File: src/sv/otb_pkg.sv
package otb_pkg;

    localparam int NUM_TIMERS_DEF = 16;

    localparam int IDX_W   = 4;
    localparam int DELAY_W = 32;
    localparam int MODE_W  = 2;
    localparam int MASK_W  = 16;
    localparam int COUNT_W = 16;
    localparam int TICK_W  = 32;

    localparam int S_TDATA_W = 40;
    localparam int M_TDATA_W = 40;

    typedef enum logic {
        OP_TICK = 1'b0,
        OP_ARM  = 1'b1
    } op_t;

    typedef logic [MODE_W-1:0] mode_t;

    localparam mode_t MODE_IDLE    = 2'd0;
    localparam mode_t MODE_RUNNING = 2'd1;
    localparam mode_t MODE_EXPIRED = 2'd2;

    typedef struct packed {
        op_t                op;
        logic [IDX_W-1:0]   timer_index;
        logic [DELAY_W-1:0] delay_ticks;
        mode_t              new_state;
    } otb_cmd_t;

    typedef struct packed {
        logic [MASK_W-1:0]  expired_mask;
        mode_t              indexed_state;
        logic [COUNT_W-1:0] indexed_expiry_count;
    } otb_res_t;

endpackage

File: src/sv/otb_timer_bank.sv
module otb_timer_bank #(
    parameter int NUM_TIMERS = otb_pkg::NUM_TIMERS_DEF
) (
    input  logic             aclk,
    input  logic             aresetn,
    input  logic             step_en,
    input  otb_pkg::otb_cmd_t cmd,
    output otb_pkg::otb_res_t res
);

    logic [otb_pkg::TICK_W-1:0]  tick_count_reg, tick_count_next;
    otb_pkg::mode_t              mode_reg     [NUM_TIMERS];
    otb_pkg::mode_t              mode_next    [NUM_TIMERS];
    logic [otb_pkg::TICK_W-1:0]  deadline_reg [NUM_TIMERS];
    logic [otb_pkg::TICK_W-1:0]  deadline_next[NUM_TIMERS];
    logic [otb_pkg::COUNT_W-1:0] count_reg    [NUM_TIMERS];
    logic [otb_pkg::COUNT_W-1:0] count_next   [NUM_TIMERS];

    always_comb begin
        tick_count_next = tick_count_reg;
        for (int i = 0; i < NUM_TIMERS; i++) begin
            mode_next[i]     = mode_reg[i];
            deadline_next[i] = deadline_reg[i];
            count_next[i]    = count_reg[i];
        end
        res = '0;

        if (step_en) begin
            if (cmd.op == otb_pkg::OP_TICK) begin
                tick_count_next = tick_count_reg + 32'd1;
                // every timer has its own comparator against the new count
                for (int i = 0; i < NUM_TIMERS; i++) begin
                    if (mode_reg[i] == otb_pkg::MODE_RUNNING &&
                        deadline_reg[i] <= tick_count_next) begin
                        mode_next[i]  = otb_pkg::MODE_EXPIRED;
                        count_next[i] = count_reg[i] + 16'd1;
                        if (i < otb_pkg::MASK_W) begin
                            res.expired_mask[i % otb_pkg::MASK_W] = 1'b1;
                        end
                    end
                end
            end else begin
                for (int i = 0; i < NUM_TIMERS; i++) begin
                    if (i < (1 << otb_pkg::IDX_W) &&
                        cmd.timer_index == otb_pkg::IDX_W'(i)) begin
                        mode_next[i] = cmd.new_state;
                        if (cmd.new_state == otb_pkg::MODE_IDLE) begin
                            count_next[i] = '0;
                        end
                        if (cmd.delay_ticks != '0) begin
                            deadline_next[i] = tick_count_reg + cmd.delay_ticks;
                        end
                    end
                end
            end
        end

        // index past the bank reports zero
        for (int i = 0; i < NUM_TIMERS; i++) begin
            if (i < (1 << otb_pkg::IDX_W) && cmd.timer_index == otb_pkg::IDX_W'(i)) begin
                res.indexed_state        = mode_next[i];
                res.indexed_expiry_count = count_next[i];
            end
        end
    end

    always_ff @(posedge aclk) begin
        if (!aresetn) begin
            tick_count_reg <= '0;
            for (int i = 0; i < NUM_TIMERS; i++) begin
                mode_reg[i]     <= otb_pkg::MODE_IDLE;
                deadline_reg[i] <= '0;
                count_reg[i]    <= '0;
            end
        end else begin
            tick_count_reg <= tick_count_next;
            for (int i = 0; i < NUM_TIMERS; i++) begin
                mode_reg[i]     <= mode_next[i];
                deadline_reg[i] <= deadline_next[i];
                count_reg[i]    <= count_next[i];
            end
        end
    end

    a_arm_no_mask: assert property (@(posedge aclk) disable iff (!aresetn)
        step_en && cmd.op == otb_pkg::OP_ARM |-> res.expired_mask == '0)
        else $error("expiry flagged on an arm item");

    a_tick_advance: assert property (@(posedge aclk) disable iff (!aresetn)
        step_en && cmd.op == otb_pkg::OP_TICK
        |=> tick_count_reg == $past(tick_count_reg) + 32'd1)
        else $error("tick count did not advance by one");

    a_count_hold: assert property (@(posedge aclk) disable iff (!aresetn)
        !(step_en && cmd.op == otb_pkg::OP_TICK) |=> $stable(tick_count_reg))
        else $error("tick count moved without a tick");

endmodule

File: src/sv/oneshot_timer_bank_core.sv
// Bank of one-shot timers sharing a 32-bit tick count that each tick transfer advances.
// Each input transfer is a tick (tuser 0) or an arm of one timer (tuser 1); every transfer
// gives exactly one result with the expiry mask of that tick and the state and expiry
// count of the indexed timer. The block takes one transfer per clock while the result side
// does not stall it. The accepting edge loads the input register, and once the result
// register is free or being read, one pass through the per-timer comparators and update logic
// fills the result register, which then offers the result. Each timer has its own deadline
// comparator, so the bank size does not change the rate. Backpressure on the result side
// stalls the input only once both registers are full.
module oneshot_timer_bank_core #(
    parameter int NUM_TIMERS = otb_pkg::NUM_TIMERS_DEF
) (
    input  logic                            aclk,
    input  logic                            aresetn,
    input  logic                            s_axis_tvalid,
    output logic                            s_axis_tready,
    // timer_index[3:0], delay_ticks[35:4], new_state[37:36], zero fill
    input  logic [otb_pkg::S_TDATA_W-1:0]   s_axis_tdata,
    // op
    input  logic                            s_axis_tuser,
    output logic                            m_axis_tvalid,
    input  logic                            m_axis_tready,
    // expired_mask[15:0], indexed_state[17:16], indexed_expiry_count[33:18], zero fill
    output logic [otb_pkg::M_TDATA_W-1:0]   m_axis_tdata
);

    logic               s1_valid_reg;
    otb_pkg::otb_cmd_t  s1_cmd_reg;
    logic               out_valid_reg;
    otb_pkg::otb_res_t  out_res_reg;
    otb_pkg::otb_res_t  bank_res;
    otb_pkg::otb_cmd_t  in_cmd;
    logic               advance;

    assign advance       = s1_valid_reg && (!out_valid_reg || m_axis_tready);
    assign s_axis_tready = !s1_valid_reg || advance;

    always_comb begin
        in_cmd.op          = otb_pkg::op_t'(s_axis_tuser);
        in_cmd.timer_index = s_axis_tdata[3:0];
        in_cmd.delay_ticks = s_axis_tdata[35:4];
        in_cmd.new_state   = s_axis_tdata[37:36];
    end

    otb_timer_bank #(
        .NUM_TIMERS(NUM_TIMERS)
    ) u_bank (
        .aclk   (aclk),
        .aresetn(aresetn),
        .step_en(advance),
        .cmd    (s1_cmd_reg),
        .res    (bank_res)
    );

    always_ff @(posedge aclk) begin
        if (!aresetn) begin
            s1_valid_reg  <= 1'b0;
            out_valid_reg <= 1'b0;
        end else begin
            if (s_axis_tready) begin
                s1_valid_reg <= s_axis_tvalid;
            end
            if (advance) begin
                out_valid_reg <= 1'b1;
            end else if (m_axis_tready) begin
                out_valid_reg <= 1'b0;
            end
        end
    end

    always_ff @(posedge aclk) begin
        if (s_axis_tready && s_axis_tvalid) begin
            s1_cmd_reg <= in_cmd;
        end
        if (advance) begin
            out_res_reg <= bank_res;
        end
    end

    assign m_axis_tvalid = out_valid_reg;
    assign m_axis_tdata  = {
        {(otb_pkg::M_TDATA_W - $bits(otb_pkg::otb_res_t)){1'b0}},
        out_res_reg.indexed_expiry_count,
        out_res_reg.indexed_state,
        out_res_reg.expired_mask
    };

    a_stall_holds_item: assert property (@(posedge aclk) disable iff (!aresetn)
        s1_valid_reg && out_valid_reg && !m_axis_tready |=> s1_valid_reg)
        else $error("held item lost while result side stalled");

    a_advance_fills_out: assert property (@(posedge aclk) disable iff (!aresetn)
        advance |=> out_valid_reg)
        else $error("processed item did not reach the result register");

    a_no_accept_when_full: assert property (@(posedge aclk) disable iff (!aresetn)
        s1_valid_reg && out_valid_reg && !m_axis_tready |-> !s_axis_tready)
        else $error("input accepted with both registers full");

endmodule

File: config.mk
export PLATFORM = sky130hd
export DESIGN_NAME = oneshot_timer_bank_core
export DESIGN_NICKNAME = d
export VERILOG_FILES = /design/src/sv/otb_pkg.sv /design/src/sv/otb_timer_bank.sv /design/src/sv/oneshot_timer_bank_core.sv
export SDC_FILE = /design/constraint.sdc
export NUM_CORES = 2
export LEC_CHECK = 0
export BUFFER_PORTS_ARGS = -buffer_cell sky130_fd_sc_hd__buf_2
export CORE_UTILIZATION = 40
export CTS_CLUSTER_SIZE = 8
export DETAILED_ROUTE_END_ITERATION = 16
export GPL_ROUTABILITY_DRIVEN = 0
export PLACE_DENSITY_LB_ADDON = 0.3
export SYNTH_ARGS = -nofsm -noshare
export SYNTH_HDL_FRONTEND = slang
export SYNTH_SLANG_ARGS = --single-unit
File: constraint.sdc
create_clock -name aclk -period 6.62 [get_ports aclk]
set_input_delay 1.324 -clock aclk [delete_from_list [all_inputs] [get_ports aclk]]
set_output_delay 1.324 -clock aclk [all_outputs]
set_load 0.02 [all_outputs]
==> flow_summary_export.csv <==
group,metric,value,unit
clock_tree,cts_max_level,4,
die,row_count,139,
cells_and_area,syn_to_final_growth,14.4,%
logic_synthesis,synthDominantAreaCellType,"sky130_fd_sc_hd__dfxtp_1",
logic_synthesis,post_synth.cell_area_avg,7.60,sq um
clock_tree,clock-root-buffer,"sky130_fd_sc_hd__clkbuf_16",
logic_synthesis,synth.lib_cells_used.distinct,113,
logic_synthesis,synth_top_cells_by_count,"1147 x sky130_fd_sc_hd__nand2_1, 943 x sky130_fd_sc_hd__a21oi_1, 845 x sky130_fd_sc_hd__nor2_1, 834 x sky130_fd_sc_hd__dfxtp_1, 544 x sky130_fd_sc_hd__ha_1",
detailed_routing,routedWlPerCell,22.4,um
die,chipHeight,382,um
timing,rsz0062_at_grt,"yes",
critical_path,worstPathMaxFanout,10,
logic_synthesis,synth_top_flop_cell,"sky130_fd_sc_hd__dfxtp_1",
die,core,144000,sq um
clock_tree,path_clk_slew,50,ps
logic_synthesis,synth_cells,7618,
logic_synthesis,synth-edff-count,73,
flow_run,maxCapViolations,0,
timing,period_minus_slack,6460,ps
detailed_routing,detailroute.via_count,59600,
grt,antenna_found_initial,3,
detailed_routing,ant_nets,0,
logic_synthesis,synth_largest_type_area_fraction,28.8,%
cells_and_area,post-route-util,46.1,%
timing,final.setup_skew,24.1,ps
cells_and_area,number_of_flip_flops_under_the_largest_register_name,512,
logic_synthesis,synth_area,57900,sq um
critical_path,worstSetupPathType,"reg -> reg",
logic_synthesis,synth.area.top_cells,"sky130_fd_sc_hd__dfxtp_1 29%, sky130_fd_sc_hd__ha_1 12%, sky130_fd_sc_hd__a21oi_1 8.2%",
outcome,failing_checks,"DRC",
critical_path,arrival_time_of_data_at_the_critical_path_endpoint,6950,ps
clock_tree,cts_buffer_depth,3,
timing,timing.fmax,0.155,GHz
grt,grt_max_degree,211,
timing,worst_slew_pin_slew,1350,ps
place,port_buffers,78,
logic_synthesis,yosys.cell_count.top_type,"sky130_fd_sc_hd__nand2_1",
timing,maxSlewViolCount,0,
grt,grt_use_total,28.5,%
logic_synthesis,synth-seq-area-share,32.6,%
power,worst_ir_drop_vdd,0.289,mV
timing,setup_viol,0,
worst_hold_path,worstHoldPathType,"reg -> reg",
logic_synthesis,synth.ff_latch_count,907,
clock_tree,clock_sinks,907,
timing,layout_worst_path_cycle_share,97.5,%
place,dpl_worst_slack,-256,ps
clock_tree,cts_hold_buffers,0,
detailed_routing,drt-vias-per-instance,6.19,
power,power-per-cell-area,197,nW/um^2
detailed_routing,remaining_routing_drc_violations,16,
critical_path,cp-start-kind,"flop",
timing,hold_violations,0,
timing,whs,453,ps
timing,max_slew_margin,9.38,%
die,initial_utilization,40.3,%
die,pin_count,87,
detailed_routing,wl,216000,um
grt,grt_pass1_wl,327000,um
detailed_routing,drtIter0Drc,6711,
detailed_routing,drtPass1Iterations,13,
clock_tree,cts_tree,"built",
grt,grt_overflow_total,0,
place,dp_hpwl,147000,um
clock_tree,clk_latency,790,ps
die,die_area,146000,sq um
logic_synthesis,async_reset_ff_share,0,%
logic_synthesis,synth-warning-count,0,
grt,first_global_vias,55300,
die,fp.dieW,382,um
power,power_leakage,25.2,nW
timing,setup_slack_of_the_critical_path_after_layout,163,ps
cells_and_area,drive_above_1_share,10.4,%
clock_tree,cts_buffers,132,
critical_path,worst_setup_path_end_kind,"flop",
critical_path,worst-endpoint-required,7110,ps
outcome,outcome,"finished, violations left",
cells_and_area,finish.net_count,8265,
-- layer usage --
| layer | vias up | track usage (%) | part of all wire (%) |
|---|---|---|---|
| met1 | 28300 | 38.2 | 42 |
| met2 | 2858 | 43.4 | 43 |
| met4 | 4 | 13.8 | 5.0 |
| met3 | 602 | 6.14 | 10 |
| li1 | 27800 | - | - |
| met5 | - | 0 | 0.012 |
-- cell type report --
type                            count  area (sq um)
Inverter                          114           443
Sequential cell                   907         18900
Antenna cell                        2          5.00
Timing Repair Buffer              423          3170
Clock inverter                      9           116
Fill cell                       14100         77500
Multi-Input combinational cell   6097         37600
Tap cell                         1903          2380
Clock buffer                      167          3570
-- path summary, 6_finish.rpt --
path                                                  from  cells past startpoint  slack [ps]                          to
worst max-delay path              u_bank.tick_count_reg[0]                     22         160            m_axis_tdata[20]
worst min-delay path            u_bank.deadline_reg[0][96]                      2         450  u_bank.deadline_reg[0][96]
worst max register to register    u_bank.tick_count_reg[0]                     22         160            m_axis_tdata[20]
worst min register to register  u_bank.deadline_reg[0][96]                      2         450  u_bank.deadline_reg[0][96]
-- placed cells by master, fill, tap and decap left out, types with 22 or more instances in the layout --
master,count
sky130_fd_sc_hd__nand2_1,1143
sky130_fd_sc_hd__a21oi_1,941
sky130_fd_sc_hd__dfxtp_1,833
sky130_fd_sc_hd__nor2_1,820
sky130_fd_sc_hd__ha_1,544
sky130_fd_sc_hd__o21ai_0,446
sky130_fd_sc_hd__buf_4,331
sky130_fd_sc_hd__nand3_1,229
sky130_fd_sc_hd__nand4_1,142
sky130_fd_sc_hd__clkbuf_16,138
sky130_fd_sc_hd__and3_1,135
sky130_fd_sc_hd__nor3_1,131
sky130_fd_sc_hd__a31oi_1,130
sky130_fd_sc_hd__a21o_1,114
sky130_fd_sc_hd__a211oi_1,114
sky130_fd_sc_hd__inv_1,108
sky130_fd_sc_hd__and2_1,84
sky130_fd_sc_hd__buf_2,77
sky130_fd_sc_hd__nor4_1,74
sky130_fd_sc_hd__edfxtp_1,73
sky130_fd_sc_hd__o211ai_1,68
sky130_fd_sc_hd__or3_1,52
sky130_fd_sc_hd__o21a_1,51
sky130_fd_sc_hd__nor2b_1,48
sky130_fd_sc_hd__a22oi_1,43
sky130_fd_sc_hd__mux2i_1,41
sky130_fd_sc_hd__nand2b_1,34
sky130_fd_sc_hd__o22ai_1,29
sky130_fd_sc_hd__clkbuf_1,28
sky130_fd_sc_hd__and4_1,27
sky130_fd_sc_hd__xnor2_2,27
sky130_fd_sc_hd__or4_1,26
sky130_fd_sc_hd__o31ai_1,25
sky130_fd_sc_hd__nor2_2,23
sky130_fd_sc_hd__o2111ai_1,22
sky130_fd_sc_hd__a221oi_1,22
sky130_fd_sc_hd__xor2_1,22
-- logic make-up after synthesis --
kind of cell             count (synthesis)  synth area share [%]
adder cells (fa/ha/maj)                547                  11.8
AND/OR/NAND/NOR                       3111                  24.8
XOR/XNOR                                90                  1.41
other                                    1               0.00648
flip-flops                             907                  32.6
AO/OA/AOI/OAI                         2299                  24.4
buffers and inverters                  619                  4.16
multiplexers                            44                 0.767
-- metrics by stage --
step | instances | total power (W) | instance area, sq um | setup TNS (ps)
detailed placement | 9439 | 0.00675 | 62100 | -1930
floorplan | 7623 | 0.00629 | 57900 | 0
finish | 9622 | 0.0131 | 66200 | 0
global route | 9620 | 0.0134 | 66200 | -46.0
global placement | 9439 | 0.00674 | 62100 | -756
CTS | 9616 | 0.0131 | 65900 | 0
-- power breakdown --
group,total [W],internal [W],switching [W]
combinational,0.00106,0.000286,0.000777
sequential,0.00562,0.00559,0.0000362
clock,0.00637,0.00374,0.00263
total,0.0131,0.00961,0.00345
-- worst max-delay path, cell delays in order, from the launching register on --
cell	delay, ps
sky130_fd_sc_hd__dfxtp_1	320
sky130_fd_sc_hd__buf_4	130
sky130_fd_sc_hd__ha_1	160
sky130_fd_sc_hd__and3_2	200
sky130_fd_sc_hd__and3_1	240
sky130_fd_sc_hd__and3_1	290
sky130_fd_sc_hd__nand3_1	180
sky130_fd_sc_hd__nor2_4	180
sky130_fd_sc_hd__nand3_2	200
sky130_fd_sc_hd__nor2_4	200
sky130_fd_sc_hd__xnor2_4	240
sky130_fd_sc_hd__buf_4	270
sky130_fd_sc_hd__ha_1	260
sky130_fd_sc_hd__nand4_1	150
sky130_fd_sc_hd__nor2_1	60
sky130_fd_sc_hd__o31a_1	100
sky130_fd_sc_hd__or4_1	540
sky130_fd_sc_hd__o21ai_1	690
sky130_fd_sc_hd__nand2_1	140
sky130_fd_sc_hd__buf_4	220
sky130_fd_sc_hd__o311ai_0	670
sky130_fd_sc_hd__o2111ai_1	200
sky130_fd_sc_hd__o32ai_1	550
-- what timing repair did --
action                                 4_1_cts  5_1_grt
endpoints found under the hold margin        0        0
gates resized for setup                     12       57
setup buffers                                1        4
pin swaps                                    0        9
setup endpoints to repair                   14       18
(Power assumes the default switching activity.)
